**src/rtl/pifd_pkg.sv**
```systemverilog
// Shared types and constants of the packed integer field decoder.
`default_nettype none

package pifd_pkg;

    localparam int ADDR_W = 4;
    localparam int DATA_W = 32;

    // Register indexes (word address bits 3:2)
    localparam logic [1:0] REG_FIELD_WIDTH   = 2'd0;
    localparam logic [1:0] REG_NUMBER_FORMAT = 2'd1;
    localparam logic [1:0] REG_BYTE_ORDER    = 2'd2;

    // Number format codes
    localparam logic [1:0] FMT_UNSIGNED = 2'd0;
    localparam logic [1:0] FMT_SIGNED   = 2'd1;
    localparam logic [1:0] FMT_BCD      = 2'd2;
    localparam logic [1:0] FMT_RESERVED = 2'd3;

    // Byte order codes
    localparam logic ORDER_LITTLE = 1'b0;
    localparam logic ORDER_BIG    = 1'b1;

    localparam logic [6:0] FIELD_WIDTH_RESET = 7'd8;

    typedef enum logic [2:0] {
        ST_OK       = 3'd0,
        ST_BEYOND   = 3'd1,
        ST_CROSS    = 3'd2,
        ST_MISALIGN = 3'd3,
        ST_UNSUP    = 3'd4
    } status_t;

    typedef struct packed {
        logic [31:0] data_word;
        logic [2:0]  top_bit;
        logic [15:0] bits_available;
    } in_item_t;

    typedef struct packed {
        logic signed [32:0] decoded_value;
        status_t            status;
    } out_item_t;

    typedef struct packed {
        logic [6:0] field_width;
        logic [1:0] number_format;
        logic       byte_order;
    } cfg_t;

endpackage

`default_nettype wire

```
**src/rtl/pifd_regs.sv**
```systemverilog
// APB configuration registers of the packed integer field decoder.
`default_nettype none

module pifd_regs (
    input  wire logic                          clk,
    input  wire logic                          rst_n,
    input  wire logic                          psel,
    input  wire logic                          penable,
    input  wire logic                          pwrite,
    input  wire logic [pifd_pkg::ADDR_W-1:0]   paddr,
    input  wire logic [pifd_pkg::DATA_W-1:0]   pwdata,
    output logic      [pifd_pkg::DATA_W-1:0]   prdata,
    output logic                               pready,
    output pifd_pkg::cfg_t                     cfg
);
    import pifd_pkg::*;

    logic [6:0] field_width_reg;
    logic [1:0] number_format_reg;
    logic       byte_order_reg;
    logic       wr_en;

    assign pready = 1'b1;
    assign wr_en  = psel & penable & pwrite;

    always_ff @(posedge clk or negedge rst_n)
    begin
        if (!rst_n)
        begin
            field_width_reg   <= FIELD_WIDTH_RESET;
            number_format_reg <= FMT_UNSIGNED;
            byte_order_reg    <= ORDER_LITTLE;
        end
        else if (wr_en)
        begin
            unique case (paddr[3:2])
                REG_FIELD_WIDTH:   field_width_reg   <= pwdata[6:0];
                REG_NUMBER_FORMAT: number_format_reg <= pwdata[1:0];
                REG_BYTE_ORDER:    byte_order_reg    <= pwdata[0];
                default:           ;
            endcase
        end
    end

    always_comb
    begin
        unique case (paddr[3:2])
            REG_FIELD_WIDTH:   prdata = {25'd0, field_width_reg};
            REG_NUMBER_FORMAT: prdata = {30'd0, number_format_reg};
            REG_BYTE_ORDER:    prdata = {31'd0, byte_order_reg};
            default:           prdata = '0;
        endcase
    end

    assign cfg.field_width   = field_width_reg;
    assign cfg.number_format = number_format_reg;
    assign cfg.byte_order    = byte_order_reg;

endmodule

`default_nettype wire

```
**src/rtl/pifd_decode.sv**
```systemverilog
// Combinational field decode: bounds and width checks, extract, byte order, BCD.
`default_nettype none

module pifd_decode (
    input  pifd_pkg::in_item_t  item,
    input  pifd_pkg::cfg_t      cfg,
    output pifd_pkg::out_item_t result
);
    import pifd_pkg::*;

    logic [6:0]  w;
    logic [3:0]  top1;
    logic [3:0]  sh;
    logic [7:0]  mask;
    logic [7:0]  narrow_val;
    logic        is16;
    logic [15:0] ord16;
    logic [31:0] ord32;
    logic [3:0]  nib [8];
    logic [3:0]  dig [8];
    logic [7:0]  pair [4];
    logic [14:0] quad [2];
    logic [27:0] bcd_acc;
    logic [32:0] wide_val;
    logic [32:0] value;
    status_t     status;

    assign w    = cfg.field_width;
    assign top1 = {1'b0, item.top_bit} + 4'd1;
    assign is16 = (w == 7'd16);

    assign ord16 = (cfg.byte_order == ORDER_BIG) ?
                   {item.data_word[7:0], item.data_word[15:8]} : item.data_word[15:0];
    assign ord32 = (cfg.byte_order == ORDER_BIG) ?
                   {item.data_word[7:0], item.data_word[15:8],
                    item.data_word[23:16], item.data_word[31:24]} : item.data_word;

    // Narrow extract out of the first byte
    always_comb
    begin
        sh         = top1 - w[3:0];
        mask       = 8'((9'd1 << w[3:0]) - 9'd1);
        narrow_val = (item.data_word[7:0] >> sh) & mask;
    end

    // Order digits most significant first, then weight them in a short tree:
    // digit pairs, pairs of pairs, and the two halves of the word
    always_comb
    begin
        for (int i = 0; i < 8; i++)
        begin
            nib[i] = item.data_word[4*i +: 4];
        end
        for (int k = 0; k < 8; k++)
        begin
            if (cfg.byte_order == ORDER_LITTLE)
                dig[k] = nib[k];
            else if (is16)
                dig[k] = nib[(3 - k) & 3];
            else
                dig[k] = nib[7 - k];
        end
        for (int j = 0; j < 4; j++)
        begin
            pair[j] = ({4'd0, dig[2*j]} << 3) + ({4'd0, dig[2*j]} << 1) +
                      {4'd0, dig[2*j+1]};
        end
        for (int j = 0; j < 2; j++)
        begin
            quad[j] = {7'd0, pair[2*j]} * 15'd100 + {7'd0, pair[2*j+1]};
        end
        if (is16)
            bcd_acc = {13'd0, quad[0]};
        else
            bcd_acc = {13'd0, quad[0]} * 28'd10000 + {13'd0, quad[1]};
    end

    always_comb
    begin
        if (cfg.number_format == FMT_BCD)
            wide_val = {5'd0, bcd_acc};
        else if (is16)
            wide_val = (cfg.number_format == FMT_SIGNED) ?
                       {{17{ord16[15]}}, ord16} : {17'd0, ord16};
        else
            wide_val = (cfg.number_format == FMT_SIGNED) ?
                       {ord32[31], ord32} : {1'b0, ord32};
    end

    always_comb
    begin
        status = ST_OK;
        value  = '0;
        if ({9'd0, w} > item.bits_available)
            status = ST_BEYOND;
        else if (w <= 7'd8)
        begin
            if (top1 < w[3:0])
                status = ST_CROSS;
            else
                value = {25'd0, narrow_val};
        end
        else if (w > 7'd32)
            status = ST_UNSUP;
        else if (item.top_bit != 3'd7)
            status = ST_MISALIGN;
        else if (cfg.number_format == FMT_RESERVED)
            status = ST_UNSUP;
        else
            value = wide_val;
    end

    assign result.decoded_value = value;
    assign result.status        = status;

endmodule

`default_nettype wire

```
**src/rtl/packed_integer_field_decoder_core.sv**
```systemverilog
// Top level of the packed integer field decoder: request and result registers.
//
//  Channel  | Handshake              | Payload
//  ---------+------------------------+---------------------------------------
//  in       | in_valid / in_ready    | in_data  (data_word, top_bit, bits_available)
//  out      | out_valid / out_ready  | out_data (decoded_value, status)
//  config   | APB psel/penable/...   | field_width, number_format, byte_order
//
//  A request is captured in the request register, decoded, and loaded into the
//  result register that drives out_data; one request is taken every cycle unless
//  both registers are full and the output stalls. Reset clears both valid flags
//  and loads the register defaults (width 8, unsigned, little endian). A stalled
//  result holds in the result register while the request register still takes one more request.
`default_nettype none

module packed_integer_field_decoder_core (
    input  wire logic                          clk,
    input  wire logic                          rst_n,
    input  wire logic                          in_valid,
    output logic                               in_ready,
    input  pifd_pkg::in_item_t                 in_data,
    output logic                               out_valid,
    input  wire logic                          out_ready,
    output pifd_pkg::out_item_t                out_data,
    input  wire logic                          psel,
    input  wire logic                          penable,
    input  wire logic                          pwrite,
    input  wire logic [pifd_pkg::ADDR_W-1:0]   paddr,
    input  wire logic [pifd_pkg::DATA_W-1:0]   pwdata,
    output logic      [pifd_pkg::DATA_W-1:0]   prdata,
    output logic                               pready
);
    import pifd_pkg::*;

    cfg_t      cfg;
    in_item_t  req_reg;
    logic      req_valid_reg;
    out_item_t res_reg;
    out_item_t res_next;
    logic      res_valid_reg;
    logic      res_load;

    pifd_regs u_regs (
        .clk     (clk),
        .rst_n   (rst_n),
        .psel    (psel),
        .penable (penable),
        .pwrite  (pwrite),
        .paddr   (paddr),
        .pwdata  (pwdata),
        .prdata  (prdata),
        .pready  (pready),
        .cfg     (cfg)
    );

    pifd_decode u_decode (
        .item   (req_reg),
        .cfg    (cfg),
        .result (res_next)
    );

    // Advance the result stage whenever it is empty or being drained
    assign res_load = !res_valid_reg || out_ready;
    // Take a new request whenever the request stage is empty or moving on
    assign in_ready = !req_valid_reg || res_load;

    always_ff @(posedge clk or negedge rst_n)
    begin
        if (!rst_n)
        begin
            req_valid_reg <= 1'b0;
            res_valid_reg <= 1'b0;
        end
        else
        begin
            if (in_ready)
                req_valid_reg <= in_valid;
            if (res_load)
                res_valid_reg <= req_valid_reg;
        end
    end

    // Payload registers: load only on a real handoff
    always_ff @(posedge clk)
    begin
        if (in_ready && in_valid)
            req_reg <= in_data;
        if (res_load && req_valid_reg)
            res_reg <= res_next;
    end

    assign out_valid = res_valid_reg;
    assign out_data  = res_reg;

    // A failed decode never carries a value
    a_fail_zero: assert property (@(posedge clk) disable iff (!rst_n)
        (res_valid_reg && res_reg.status != ST_OK) |-> (res_reg.decoded_value == '0))
        else $error("nonzero value with failing status");

    // Back-pressure only when both stages are full and the output stalls
    a_ready_full: assert property (@(posedge clk) disable iff (!rst_n)
        !in_ready |-> (req_valid_reg && res_valid_reg && !out_ready))
        else $error("request refused with room in the pipeline");

    // A pending request reaches the result stage when it opens
    a_advance: assert property (@(posedge clk) disable iff (!rst_n)
        (req_valid_reg && res_load) |=> res_valid_reg)
        else $error("request lost between stages");

    // A stalled result stays put
    a_hold: assert property (@(posedge clk) disable iff (!rst_n)
        (res_valid_reg && !out_ready) |=> (res_valid_reg && $stable(res_reg)))
        else $error("stalled result changed");

endmodule

`default_nettype wire
```
**config.mk**
```make
export PLATFORM = sky130hd
export DESIGN_NAME = packed_integer_field_decoder_core
export DESIGN_NICKNAME = d
export VERILOG_FILES = /design/src/rtl/pifd_pkg.sv /design/src/rtl/pifd_regs.sv /design/src/rtl/pifd_decode.sv /design/src/rtl/packed_integer_field_decoder_core.sv
export SDC_FILE = /design/constraint.sdc
export NUM_CORES = 1
export LEC_CHECK = 0
export BUFFER_PORTS_ARGS = -buffer_cell sky130_fd_sc_hd__buf_2
export CAP_MARGIN = 20
export CORE_MARGIN = 2
export CORE_UTILIZATION = 59
export DETAILED_ROUTE_END_ITERATION = 8
export PLACE_DENSITY = 0.82
export REMOVE_ABC_BUFFERS = 1
export SETUP_SLACK_MARGIN = 0.2
export SYNTH_ARGS = -nofsm -noshare
export SYNTH_HDL_FRONTEND = slang
export SYNTH_SLANG_ARGS = --single-unit
```
**constraint.sdc**
```tcl
create_clock -name clk -period 17.65 [get_ports clk]
set_clock_uncertainty 0.15 [all_clocks]
set_input_delay 1.765 -clock clk [delete_from_list [all_inputs] [get_ports clk]]
set_output_delay 1.765 -clock clk [all_outputs]
set_load 0.1 [all_outputs]
```
# [After elaboration in Yosys (flattened, before gate mapping)]
# Index checks and enable logic that the tools add are counted.
[op_classes] shifts=2 eq_ne=7 n_mul=3 muxes=30 magnitude_cmp=4 n_bitwise=3 add_sub_neg=14 n_reduce_logical=10
[op_table] op="$mux 33" count=8
[op_table] op="$mux 4" count=12
[op_table] op="$add 7x5->8" count=4
[op_table] op="$add 8x4->8" count=4
[op_table] op="$mux 32" count=1
[op_table] op="$add 15x8->15" count=2
[op_table] op="$add 28x15->28" count=1
[op_table] op="$mux 28" count=1
[op_table] op="$mul 8x5->13 const B" count=2
[op_table] op="$mul 15x10->24 const B" count=1
[op_table] op="$pmux 7 s3" count=1
[op_table] op="$gt 7x16->1" count=1
[op_table] op="$mux 16" count=1
[op_table] op="$mux 3" count=4
[op_table] op="$and 8x8->8" count=1
[op_table] op="$mux 8" count=1
[op_table] op="$shl 1x4->8 const A" count=1
[op_table] op="$shr 8x4->8" count=1
[op_table] op="$sub 8x1->8 const B" count=1
[op_table] op="$eq 7x5->1 const B" count=1
[op_table] op="$gt 7x6->1 const B" count=1
[op_table] op="$le 7x4->1 const B" count=1
[op_table] op="$eq 2x2->1 const B" count=3
[op_table] op="$reduce_and 2->1" count=3
[op_table] op="other kinds (11)" count=16
[word_totals] regBits=99 input_bits=94 output_inout_bits=71

# [Depth between registers and ports, before layout]
[logic_depth] word_depth=15 ltp_mapped=45 ltp_nobuf=43

# [Modules after synthesis]
# A second synthesis with hierarchy kept.
[unflattened] hier_cells=1244 hier_area_um2=11594.9
[by_module_without_submodules] module="pifd_decode" n_inst=1 seq_area_each_um2=0.0 cells_per_inst=1084 area_each_um2=8184.1
[by_module_without_submodules] module="packed_integer_field_decoder_core" n_inst=1 seq_area_each_um2=2662.6 cells_per_inst=95 area_each_um2=2716.4
[by_module_without_submodules] module="pifd_regs" n_inst=1 seq_area_each_um2=251.5 cells_per_inst=65 area_each_um2=694.4

# [Least setup slack after synthesis]
# Ideal clock, no wire load.
[synth_path] kind="register -> register" startpoint="register u_regs.field_width_reg[2]" endpoint="register res_reg, in the netlist out_data[30], data pin" setup_slack_ps=7424 path_stages_with_launch=43 path_buffers=2 synth_period_minus_slack_ps=10226 t_arrival_ps=9806 t_required_ps=17230 path_cell_list="dfrtp_1 -> nor4_2 -> and3_1 -> buf_2 -> buf_2 -> mux2i_1 -> nand2_1 -> o21a_1 -> ha_1 -> xor2_1 -> ha_1 -> a21o_1 -> a21o_1 -> xor2_1 -> xnor2_1 -> inv_1 -> ha_1 -> fa_1 -> [7 not listed] -> fa_1 -> inv_1 -> ha_1 -> fa_1 -> ha_1 -> inv_1 -> fa_1 -> inv_1 -> ha_1 -> nand2_1 -> a211oi_1 -> a21oi_1 -> xnor2_1 -> nand4b_2 -> nor4_4 -> nand4_1 -> xnor3_1 -> o22ai_1"
[synth_via] elab_chain_len=15 elab_cells_between_ends=27 cone_classes="add/sub: 6; mul: 2; order compare: 3; eq/ne: 1; mux: 15"
[synth_rtl] item="from (decl)" line="pifd_regs.sv:18" text="logic [6:0] field_width_reg;"
[synth_rtl] item="from (signal assigned)" line="pifd_regs.sv:37" text="REG_FIELD_WIDTH: field_width_reg <= pwdata[6:0];"
[synth_rtl] item="$eq 7x5->1" line="pifd_decode.sv:30" text="assign is16 = (w == 7'd16);"
[synth_rtl] item="$mux 4" line="pifd_decode.sv:58" text="else if (is16)"
[synth_rtl] item="$mux 4" line="pifd_decode.sv:56" text="if (cfg.byte_order == ORDER_LITTLE)"
[synth_rtl] item="$add 7x5->8" line="pifd_decode.sv:65" text="pair[j] = ({4'd0, dig[2*j]} << 3) + ({4'd0, dig[2*j]} << 1) +"
[synth_rtl] item="$add 8x4->8" line="pifd_decode.sv:65"
[synth_rtl] item="$mul 8x5->13" line="pifd_decode.sv:70" text="quad[j] = {7'd0, pair[2*j]} * 15'd100 + {7'd0, pair[2*j+1]};"
[synth_rtl] item="$add 15x8->15" line="pifd_decode.sv:70"
[synth_rtl] item="$mul 15x10->24" line="pifd_decode.sv:75" text="bcd_acc = {13'd0, quad[0]} * 28'd10000 + {13'd0, quad[1]};"
[synth_rtl] item="$add 28x15->28" line="pifd_decode.sv:75"
[synth_rtl] item="$mux 28" line="pifd_decode.sv:72" text="if (is16)"
[synth_rtl] item="$mux 33" line="pifd_decode.sv:80" text="if (cfg.number_format == FMT_BCD)"
[synth_rtl] item="$mux 33" line="pifd_decode.sv:107" text="else if (cfg.number_format == FMT_RESERVED)"
[synth_rtl] item="$mux 33" line="pifd_decode.sv:105" text="else if (item.top_bit != 3'd7)"
[synth_rtl] item="$mux 33" line="pifd_decode.sv:103" text="else if (w > 7'd32)"
[synth_rtl] item="$mux 33" line="pifd_decode.sv:96" text="else if (w <= 7'd8)"
[synth_rtl] item="to (signal assigned)" line="packed_integer_field_decoder_core.sv:89" text="res_reg <= res_next;"
[synth_rtl] item="to (decl)" line="packed_integer_field_decoder_core.sv:38" text="out_item_t res_reg;"
# Parallel ways exist; a longest one is shown, timed or not.
# A chain may end at the register's enable or synchronous reset.

# [Worst setup path after layout]
[layout_path] startpoint="register u_regs.field_width_reg[2]" endpoint="register res_reg, in the netlist out_data[28], data pin"
# The elaborated chain is that of the path after synthesis.

==> flow_summary.json <==
{
  "met3_usage_pct": 5.10,
  "slew_violations": 0,
  "cts_made_buffers": 9,
  "drive_gt1_share_pct": 12.9,
  "synth_edf_count": 87,
  "ys.warnings.count": 0,
  "end_kind": "register",
  "io_pins": 165,
  "drt_iter0_drc": 968,
  "clkTransAtPathRegs_ns": 0.08,
  "cts-root-buf": "clkbuf_16",
  "wl_per_cell_microns": 16.9,
  "setup_viol": 0,
  "finalNonFillerCells": 1588,
  "timing.slew.headroom_pct": 30.6,
  "synthCells": 1227,
  "ys_ff_latch": 99,
  "ant_nets": 0,
  "cts-resized-gates": 0,
  "num_vias": 9233,
  "drt_first_pass_iters": 7,
  "dieArea_sq_um": 20600,
  "drc": 0,
  "drt-vias-per-instance": 5.81,
  "cts_buffer_depth": 2,
  "worstSetupPathType": "reg -> reg",
  "grt_pass1_wl_mm": 41.8,
  "cts_tree": "done",
  "max_cap_violations": 0,
  "hold_violations": 0,
  "ys_seq_area_share_pct": 25.4,
  "die_w_microns": 143,
  "crit_required_ns": 17.56,
  "postSynthAreaPerCell_sq_um": 9.35,
  "post_cts_buffers": 0,
  "core-area_sq_um": 19300,
  "tightest_slew_ns": 1.03,
  "syn_to_final_growth_pct": 8.70,
  "largest_reg_flops": 51,
  "overflow": 0,
  "arrival_ns": 11.67,
  "synth_ff_type": "edfxtp_1",
  "rsz0062_at_grt": "false",
  "grt.busiest_layer": "met2",
  "outcome": "finished, final reports clean",
  "dpl.hpwl_mm": 21.7,
  "fmax_mhz": 85.1,
  "gp_routability_congestion": 0.908,
  "die_height_microns": 143,
  "slowest_delay_ns": 0.68,
  "grtUsageMet2_pct": 42.5,
  "ctsHoldBuffers": 0,
  "place_ws_ns": 6.04,
  "rows": 51,
  "gr-usage-met1_pct": 35.2,
  "insertion_delay_ns": 0.35,
  "hold_path.class": "reg -> reg",
  "synthDistinctLibCells": 78,
  "fin_setup_tns_ns": 0,
  "finalNetCount": 1652,
  "track_usage_pct": 25.9,
  "syn_area_sq_um": 11500,
  "placed_cells": 1571,
  "cts_htree_levels": 3,
  "layout_common_cells": "ha_1 (188), inv_1 (134), buf_2 (111)",
  "fin_crit_ns": 11.76,
  "start_kind": "register",
  "async_flop_share_pct": 12.1,
  "port_buffers": 111,
  "wirelength_mm": 26.9,
  "slowest_stage": "xnor2_1",
  "cp_max_fo": 33,
  "initial_core_util_pct": 59.5,
  "final_common_cell": "ha_1",
  "clock-sinks": 99,
  "grt_max_degree": 84,
  "grt_pass1_vias": 8544,
  "fin_crit_sh_pct": 66.6,
  "fin_ws_ns": 5.89,
  "crit_path_frequent_cell": "ha_1",
  "antenna_cells": 0,
  "antenna_found_initial": 0
}
[worst paths after layout]
path                                           start                     endpoint  slack, ns  cells past startpoint
max in group asynchronous                      rst_n    u_regs.field_width_reg[3]      15.94                      1
min reg2reg                            req_valid_reg                    out_valid       0.37                      1
min                                    req_valid_reg                    out_valid       0.37                      1
max reg2reg                u_regs.field_width_reg[2]                 out_data[28]       5.89                     41
max                        u_regs.field_width_reg[2]                 out_data[28]       5.89                     41
min in group asynchronous                      rst_n  u_regs.number_format_reg[0]       1.13                      1
[synthesized netlist by cell type, drive strengths merged (5+ instances only)]
| cell type | number | area [sq um] |
|---|---|---|
| o22ai | 8 | 50.1 |
| xor2 | 27 | 244 |
| nor3b | 5 | 42.5 |
| nor3 | 20 | 105 |
| a21o | 24 | 181 |
| dfrtp | 11 | 275 |
| a31oi | 7 | 43.8 |
| inv | 135 | 507 |
| o21a | 12 | 91.3 |
| a211oi | 19 | 153 |
| nand3 | 22 | 110 |
| mux2i | 20 | 200 |
| nor4 | 7 | 86.3 |
| nor2b | 13 | 81.3 |
| o211ai | 10 | 80.1 |
| a21oi | 104 | 532 |
| nor2 | 87 | 329 |
| xnor2 | 49 | 444 |
| and2 | 9 | 56.3 |
| clkbuf | 30 | 113 |
| buf | 30 | 214 |
| nand2b | 27 | 169 |
| ha | 188 | 2350 |
| mux2 | 7 | 78.8 |
| or3 | 7 | 43.8 |
| o21bai | 7 | 52.6 |
| and3 | 12 | 76.3 |
| fa | 52 | 1040 |
| edfxtp | 87 | 2610 |
| o21ai | 51 | 263 |
| nand2 | 85 | 319 |
[through the flow]
step / util, % / hold WS (ns) / cell area (sq um)
after floorplan: - / 0.299 / 11200
after global placement: 63.1 / 0.317 / 12200
after detailed placement: 63.1 / 0.363 / 12200
after CTS: 64.6 / 0.373 / 12500
after global routing: 64.7 / 0.424 / 12500
final: 64.7 / 0.367 / 12500
[final cells by class]
| type | instances | area, sq um |
|---|---|---|
| Clock buffer | 9 | 225 |
| Sequential cell | 99 | 2920 |
| Fill cell | 1540 | 6800 |
| Multi-Input combinational cell | 957 | 7820 |
| Timing Repair Buffer | 116 | 606 |
| Clock inverter | 7 | 68.8 |
| Tap cell | 265 | 332 |
| Inverter | 135 | 507 |
[per-layer routing]
| layer | up-vias | routed length [microns] |
|---|---|---|
| li1 | 4459 | - |
| met4 | 0 | 660 |
| met5 | - | 0 |
| met1 | 4316 | 11300 |
| met3 | 54 | 2260 |
| met2 | 404 | 12700 |
[logic make-up (layout without fill, tap and decap cells)]
group | Yosys count | in the layout | share of synthesized area [%]
AOI/OAI and AO/OA | 266 | 266 | 14.5
DFF | 99 | 99 | 25.4
xor gates and xnor gates | 78 | 78 | 6.39
buffers and inverters | 195 | 267 | 7.26
other | 2 | 26 | 0.0655
adders and majority gates | 242 | 242 | 29.7
and+or+nand+nor | 317 | 317 | 14.0
muxes | 28 | 28 | 2.63
[worst max-delay path, delay by kind of cell, from the launching register on]
kind	cells	cell delay [ns]
xor+xnor	6	1.93
simple gates	7	1.64
buf+inv	7	0.86
flops	1	0.46
mux	1	0.35
compound gates	8	1.34
fa+ha+maj	12	4.71
Power is not shown: default switching activity piles up to over one toggle a cycle in this logic, so the estimate is an artifact.
